===== src/design/mm4_pkg.sv =====
// Shared types and fixed word widths for the 4x4 matrix multiplier.
`timescale 1ns / 1ps
package mm4_pkg;

  localparam int WORD_W = 32;
  localparam int PROD_W = 2 * WORD_W;
  localparam int OUT_IDX_W = 2;

  typedef logic signed [WORD_W-1:0] word_t;
  typedef logic signed [PROD_W-1:0] prod_t;
  typedef logic [OUT_IDX_W-1:0] out_idx_t;

endpackage


===== src/design/mm4_ram.sv =====
// Generic single-write, single-read RAM with a registered read port.
`timescale 1ns / 1ps
module mm4_ram #(
  parameter int WIDTH = 32,
  parameter int DEPTH = 16
) (
  input  logic                     clk,
  input  logic                     wr_en,
  input  logic [$clog2(DEPTH)-1:0] wr_addr,
  input  logic [WIDTH-1:0]         wr_data,
  input  logic [$clog2(DEPTH)-1:0] rd_addr,
  output logic [WIDTH-1:0]         rd_data
);

  logic [WIDTH-1:0] mem [DEPTH];

  always_ff @(posedge clk) begin
    if (wr_en) begin
      mem[wr_addr] <= wr_data;
    end
    rd_data <= mem[rd_addr];
  end

endmodule


===== src/design/matrix4x4_multiply.sv =====
// Top level of the matrix multiplier: load sequencer, shared MAC pipeline and saturation.
`timescale 1ns / 1ps
// Usage. The block computes C = A x B for square matrices of MATRIX_DIM rows in
// signed fixed point with FRACTION_BITS fraction bits (Q16.16 by default).
// Input transactions: drive left_element and right_element and raise start; a
// transaction is taken at each rising edge where start is high and busy is low.
// Elements arrive in row-major order, one element of A with the element of B at
// the same position. The transaction that fills the last position starts the
// computation and raises busy.
// Results: each element of C appears for exactly one cycle with valid high, in
// row-major order, with its row and column (masked to two bits), a clipped flag
// when the value saturated, and last_of_matrix on the final element. The
// receiver cannot stall, so results must be taken as they come.
// Timing: one shared 32x32 multiplier and one accumulator do all MATRIX_DIM**3
// multiply-accumulates, one per cycle. Each result shows up once the last
// product of its sum has been accumulated, saturated and registered. busy drops
// in the cycle that carries the final result, so a new matrix can start
// loading at once.
// Reset: rst is synchronous and active high; it returns the block to loading at
// the first position and drops valid. The element stores are not cleared.
module matrix4x4_multiply #(
  parameter int MATRIX_DIM    = 4,
  parameter int FRACTION_BITS = 16
) (
  input  logic              clk,
  input  logic              rst,
  input  logic              start,
  output logic              busy,
  input  mm4_pkg::word_t    left_element,
  input  mm4_pkg::word_t    right_element,
  output logic              valid,
  output mm4_pkg::word_t    product_element,
  output mm4_pkg::out_idx_t row_index,
  output mm4_pkg::out_idx_t column_index,
  output logic              clipped,
  output logic              last_of_matrix
);

  import mm4_pkg::*;

  localparam int CELLS  = MATRIX_DIM * MATRIX_DIM;
  localparam int IDX_W  = $clog2(MATRIX_DIM);
  localparam int ADDR_W = $clog2(CELLS);
  // Headroom for the sum of MATRIX_DIM full-width products.
  localparam int ACC_W  = PROD_W + IDX_W + 1;

  localparam logic [IDX_W-1:0]  IDX_MAX  = IDX_W'(MATRIX_DIM - 1);
  localparam logic [ADDR_W-1:0] ADDR_MAX = ADDR_W'(CELLS - 1);

  // Sequencer states.
  localparam logic [1:0] ST_LOAD  = 2'd0;
  localparam logic [1:0] ST_RUN   = 2'd1;
  localparam logic [1:0] ST_DRAIN = 2'd2;

  logic [1:0]        state;
  logic [ADDR_W-1:0] load_pos;
  logic              accept;

  // Issue counters: row, column and inner index of the product being read.
  logic [IDX_W-1:0]  r_cnt;
  logic [IDX_W-1:0]  c_cnt;
  logic [IDX_W-1:0]  k_cnt;
  logic              issue;
  logic              issue_last;
  logic [ADDR_W-1:0] left_rd_addr;
  logic [ADDR_W-1:0] right_rd_addr;

  // Stage 1: store read data. Stage 2: product. Stage 3: accumulator.
  word_t             left_data;
  word_t             right_data;
  logic              s1_v;
  logic              s1_first;
  logic              s1_end;
  logic [IDX_W-1:0]  s1_r;
  logic [IDX_W-1:0]  s1_c;
  prod_t             prod;
  logic              s2_v;
  logic              s2_first;
  logic              s2_end;
  logic [IDX_W-1:0]  s2_r;
  logic [IDX_W-1:0]  s2_c;
  logic signed [ACC_W-1:0] acc;
  logic signed [ACC_W-1:0] prod_ext;
  logic              s3_done;
  logic [IDX_W-1:0]  s3_r;
  logic [IDX_W-1:0]  s3_c;
  logic              s3_final;

  // Saturation of the finished sum.
  logic signed [ACC_W-1:0]  shifted;
  logic [ACC_W-WORD_W:0]    upper;
  logic                     fits;
  word_t                    sat_value;
  logic [IDX_W+1:0]         row_ext;
  logic [IDX_W+1:0]         col_ext;

  assign busy   = (state != ST_LOAD);
  assign accept = start && !busy;

  // Element stores; written while loading, read while computing.
  mm4_ram #(.WIDTH(WORD_W), .DEPTH(CELLS)) u_left_ram (
    .clk     (clk),
    .wr_en   (accept),
    .wr_addr (load_pos),
    .wr_data (left_element),
    .rd_addr (left_rd_addr),
    .rd_data (left_data)
  );

  mm4_ram #(.WIDTH(WORD_W), .DEPTH(CELLS)) u_right_ram (
    .clk     (clk),
    .wr_en   (accept),
    .wr_addr (load_pos),
    .wr_data (right_element),
    .rd_addr (right_rd_addr),
    .rd_data (right_data)
  );

  // A is read along row r, B down column c.
  assign left_rd_addr  = ADDR_W'(r_cnt) * ADDR_W'(MATRIX_DIM) + ADDR_W'(k_cnt);
  assign right_rd_addr = ADDR_W'(k_cnt) * ADDR_W'(MATRIX_DIM) + ADDR_W'(c_cnt);

  assign issue      = (state == ST_RUN);
  assign issue_last = (r_cnt == IDX_MAX) && (c_cnt == IDX_MAX) && (k_cnt == IDX_MAX);
  assign s3_final   = (s3_r == IDX_MAX) && (s3_c == IDX_MAX);

  // Sequencer: load positions, then step the issue counters once per cycle, then wait for the final sum.
  always_ff @(posedge clk) begin
    if (rst) begin
      state    <= ST_LOAD;
      load_pos <= '0;
      r_cnt    <= '0;
      c_cnt    <= '0;
      k_cnt    <= '0;
    end else begin
      case (state)
        ST_LOAD: begin
          if (accept) begin
            if (load_pos == ADDR_MAX) begin
              load_pos <= '0;
              r_cnt    <= '0;
              c_cnt    <= '0;
              k_cnt    <= '0;
              state    <= ST_RUN;
            end else begin
              load_pos <= load_pos + 1'b1;
            end
          end
        end
        ST_RUN: begin
          if (issue_last) begin
            state <= ST_DRAIN;
          end
          if (k_cnt == IDX_MAX) begin
            k_cnt <= '0;
            if (c_cnt == IDX_MAX) begin
              c_cnt <= '0;
              r_cnt <= r_cnt + 1'b1;
            end else begin
              c_cnt <= c_cnt + 1'b1;
            end
          end else begin
            k_cnt <= k_cnt + 1'b1;
          end
        end
        ST_DRAIN: begin
          // The final sum is in the accumulator; its result goes out this edge.
          if (s3_done && s3_final) begin
            state <= ST_LOAD;
          end
        end
        default: begin
          state <= ST_LOAD;
        end
      endcase
    end
  end

  // Pipeline control tags.
  always_ff @(posedge clk) begin
    if (rst) begin
      s1_v    <= 1'b0;
      s2_v    <= 1'b0;
      s3_done <= 1'b0;
    end else begin
      s1_v    <= issue;
      s2_v    <= s1_v;
      s3_done <= s2_v && s2_end;
    end
  end

  // Shared multiplier and accumulator.
  assign prod_ext = {{(ACC_W - PROD_W){prod[PROD_W-1]}}, prod};

  always_ff @(posedge clk) begin
    s1_first <= (k_cnt == '0);
    s1_end   <= (k_cnt == IDX_MAX);
    s1_r     <= r_cnt;
    s1_c     <= c_cnt;
    prod     <= prod_t'(left_data) * prod_t'(right_data);
    s2_first <= s1_first;
    s2_end   <= s1_end;
    s2_r     <= s1_r;
    s2_c     <= s1_c;
    if (s2_v) begin
      acc  <= s2_first ? prod_ext : acc + prod_ext;
      s3_r <= s2_r;
      s3_c <= s2_c;
    end
  end

  // Arithmetic shift truncates toward minus infinity; the result fits in a
  // word when every bit above bit 30 matches the sign.
  assign shifted   = acc >>> FRACTION_BITS;
  assign upper     = shifted[ACC_W-1:WORD_W-1];
  assign fits      = (&upper) || !(|upper);
  assign sat_value = fits ? shifted[WORD_W-1:0] :
                     (shifted[ACC_W-1] ? {1'b1, {(WORD_W-1){1'b0}}} :
                                         {1'b0, {(WORD_W-1){1'b1}}});
  assign row_ext   = {2'b00, s3_r};
  assign col_ext   = {2'b00, s3_c};

  always_ff @(posedge clk) begin
    if (rst) begin
      valid <= 1'b0;
    end else begin
      valid <= s3_done;
    end
  end

  always_ff @(posedge clk) begin
    if (s3_done) begin
      product_element <= sat_value;
      row_index       <= row_ext[OUT_IDX_W-1:0];
      column_index    <= col_ext[OUT_IDX_W-1:0];
      clipped         <= !fits;
      last_of_matrix  <= s3_final;
    end
  end

  // Results only come out of a computation.
  a_valid_from_run: assert property (@(posedge clk) disable iff (rst)
    valid |-> $past(busy))
    else $error("result strobe without a computation in progress");

  // The block is ready again by the time the final result is shown.
  a_idle_at_last: assert property (@(posedge clk) disable iff (rst)
    (valid && last_of_matrix) |-> !busy)
    else $error("still busy while the final result is shown");

  // A computation starts only once every position has been loaded.
  a_start_after_full_load: assert property (@(posedge clk) disable iff (rst)
    $rose(busy) |-> ($past(load_pos) == ADDR_MAX) && (load_pos == '0))
    else $error("computation started before the matrices were complete");

endmodule

===== config.mk =====
export PLATFORM = sky130hd
export DESIGN_NAME = matrix4x4_multiply
export DESIGN_NICKNAME = d
export VERILOG_FILES = /design/src/design/mm4_pkg.sv /design/src/design/mm4_ram.sv /design/src/design/matrix4x4_multiply.sv
export SDC_FILE = /design/constraint.sdc
export NUM_CORES = 2
export LEC_CHECK = 0
export BUFFER_PORTS_ARGS = -buffer_cell sky130_fd_sc_hd__buf_2
export CORE_MARGIN = 3
export CORE_UTILIZATION = 65
export CTS_CLUSTER_DIAMETER = 80
export CTS_CLUSTER_SIZE = 25
export DETAILED_ROUTE_END_ITERATION = 12
export PLACE_DENSITY = 0.87
export SYNTH_ARGS = -nofsm -noshare
export SYNTH_HDL_FRONTEND = slang
export SYNTH_HIERARCHICAL = 1
export SYNTH_SLANG_ARGS = --single-unit

===== constraint.sdc =====
create_clock -name clk -period 9.1 [get_ports clk]
set_input_delay 1.82 -clock clk [delete_from_list [all_inputs] [get_ports clk]]
set_output_delay 1.82 -clock clk [all_outputs]
set_load 0.02 [all_outputs]

==> impl_metrics.json <==
{
  "outcome": "complete, no violations",
  "clkLatencyLatePin_ns": 0.75,
  "startpoint_type": "flip-flop",
  "synth_seq_cells": 1289,
  "cts-root-buf": "clkbuf_16",
  "ys_dominant_reg_cell": "edfxtp_1",
  "grt_max_degree": 99,
  "cap_violations": 0,
  "coreArea_mm2": 0.132,
  "drv_slew": 0,
  "die_h_um": 371,
  "start_util_pct": 65.7,
  "die_width_um": 371,
  "hp-class": "flip-flop to flip-flop",
  "min_period_ns": 8.71,
  "io_buffers": 106,
  "dr.first_iter.drc_count": 6354,
  "timing.slew.headroom_pct": 16.2,
  "worstMarginPinSlew_ns": 1.26,
  "synth_area_leaders": "edfxtp_1 (39%), fa_1 (25%), mux4_2 (6.7%)",
  "fin_skew_ns": 0.0812,
  "gp_congestion": 0.929,
  "cp.arrival_ns": 9.28,
  "clk_path_buf_depth": 3,
  "synth_cells": 6672,
  "syn_area_per_cell_um2": 13.0,
  "std_cell_rows": 133,
  "dieArea_mm2": 0.138,
  "yosys.area.top_type_share_pct": 39.3,
  "grt_pass1_vias": 57500,
  "cts_tree": "built",
  "drt-total-wl_mm": 216,
  "cp-end-kind": "flip-flop",
  "nets": 8049,
  "dp_hpwl_mm": 148,
  "ys.warnings.count": 6,
  "finalSetupTns_ns": 0,
  "synth_top_cell_by_area": "edfxtp_1",
  "clk_pin_slew_worst_paths_ns": 0.10,
  "cts_buffers": 68,
  "grt_pass1_wl_mm": 336,
  "ys_types": 79,
  "h-tree-depth": 3,
  "pin_count": 107,
  "antenna_found_initial": 21,
  "crit_path_max_incr_delay_ns": 1.09,
  "antenna_left": 0,
  "vias": 53800,
  "vias_per_cell": 6.35,
  "cp_num_buf_inv": 2,
  "fin_crit_sh_pct": 95.7,
  "rsz0062_at_grt": "no",
  "final_common_cell": "edfxtp_1",
  "synth_edf_count": 1133,
  "syn2layout_area_growth_pct": 5.62,
  "drc": 0,
  "drive_above_1_share_pct": 9.98,
  "ctsHoldBuffers": 0,
  "routedWlPerCell_um": 25.5,
  "path_delay_family": "adder cells",
  "critPathMaxFanout": 17,
  "cp.required_ns": 9.67,
  "critical_path_class": "flip-flop to flip-flop",
  "cpMostUsedCell": "fa_1",
  "hold_viol_final": 0,
  "synth_area_mm2": 0.0865,
  "synthArstFlopShare_pct": 0,
  "firstDrtPassIters": 6,
  "crit_slowest_cell": "dfxtp_1",
  "finalSetupViolations": 0,
  "synth_fp_nets": 8077,
  "cts.sinks": 1289,
  "mostFrequentLayoutCells": "edfxtp_1 (1,133), fa_1 (1,083), inv_1 (1,036)",
  "grt_overflow": 0,
  "cp_cell_sequence": "buf_4 > nand2_1 > fa_1 > fa_1 > inv_1 > fa_1 > fa_1 > fa_1 > fa_1 > fa_1 > fa_1 > ha_1 > a21o_1 > a21o_1 > a21oi_1 > o21ai_1 > a221oi_1 > nor2b_1 > a311o_1 > a221oi_1 > o21bai_1 > xor2_1",
  "seq_area_frac_synth_pct": 42.9,
  "grt_usage_pct": 32.6,
  "max_freq_mhz": 115
}
==> cells by family after synthesis <==
family | count (synthesis) | share of synthesized area, %
AND/OR/NAND/NOR | 1576 | 8.91
buffers and inverters | 1388 | 6.15
adder cells (fa/ha/maj) | 1338 | 28.7
flip-flops | 1289 | 42.9
AO/OA/AOI/OAI | 687 | 5.21
multiplexers | 261 | 6.72
XOR/XNOR | 133 | 1.35
==> metal layers <==
| metal | up-vias | global-route usage [%] | wire length, um | share of wire, % |
|---|---|---|---|---|
| li1 | 22100 | - | - | - |
| met1 | 27100 | 41.9 | 75300 | 35 |
| met2 | 3710 | 51.8 | 103000 | 48 |
| met3 | 865 | 9.42 | 26200 | 12 |
| met4 | 12 | 14.9 | 11100 | 5.2 |
| met5 | - | 0 | 89 | 0.041 |
==> registers in the layout (all words and copies together) (netlist names), 2 cells and up <==
name,count
load_pos,4
state,2
column_index,2
k_cnt,2
s3_r,2
u_right_ram/mem,512
u_left_ram/mem,512
c_cnt,2
u_right_ram/rd_data,32
s2_c,2
acc,67
u_left_ram/rd_data,32
product_element,32
prod,64
s3_c,2
s2_r,2
s1_r,2
r_cnt,2
row_index,2
s1_c,2
==> worst paths after layout <==
kind	from	end	slack [ns]	cells after the start
setup / recovery	u_right_ram/rd_data[17]	prod[56]	0.39	22
hold / removal	s1_c[0]	s2_c[0]	0.35	0
setup reg to reg	u_right_ram/rd_data[17]	prod[56]	0.39	22
hold reg to reg	s1_c[0]	s2_c[0]	0.35	0
==> cell usage after synthesis (8+ instances only) <==
master,count
edfxtp_1,1133
fa_1,1083
inv_1,1036
nand2_1,709
and2_1,519
clkbuf_1,295
mux4_2,256
ha_1,255
dfxtp_1,156
a21oi_1,145
o21ai_0,137
nor2_1,132
a22oi_1,130
a21o_1,97
xnor2_1,80
xor2_1,53
nand3_1,43
nor3_1,32
nand4_1,31
nand2b_1,29
o21bai_1,29
a31oi_1,21
buf_4,20
o21a_1,20
buf_1,19
nor2b_1,19
and3_1,16
o21ai_1,16
buf_2,15
o211ai_1,11
a211oi_1,9
nor4_1,9
o31ai_1,8
==> repair_timing <==
action / 4_1_cts / 5_1_grt
resized for setup: 0 / 1
buffers inserted: 0 / 0
setup endpoints to repair: 0 / 6
==> metrics by stage <==
step	area, um^2	std cells	hold slack (ns)	util [%]	worst slack (ns)
2_1_floorplan	86500	6672	0.310	-	1.55
3_3_place_gp	89200	8329	0.311	67.7	0.661
3_5_place_dp	89200	8329	0.315	67.7	0.433
4_1_cts	91400	8448	0.351	69.3	0.359
5_1_grt	91400	8455	0.355	69.3	0.0107
6_report	91400	8464	0.352	69.4	0.394
==> area by class of cell <==
| class | count | area [um^2] |
|---|---|---|
| Clock buffer | 99 | 1820 |
| Fill cell | 8198 | 40400 |
| Tap cell | 1755 | 2200 |
| Clock inverter | 20 | 297 |
| Sequential cell | 1289 | 37200 |
| Multi-Input combinational cell | 3995 | 44300 |
| Timing Repair Buffer | 253 | 1650 |
| Inverter | 1037 | 3890 |
| Antenna cell | 16 | 40.0 |
Power is left out: the tool's default activity adds up to more than one toggle a clock period on the data nets, which glitch-free logic cannot reach.
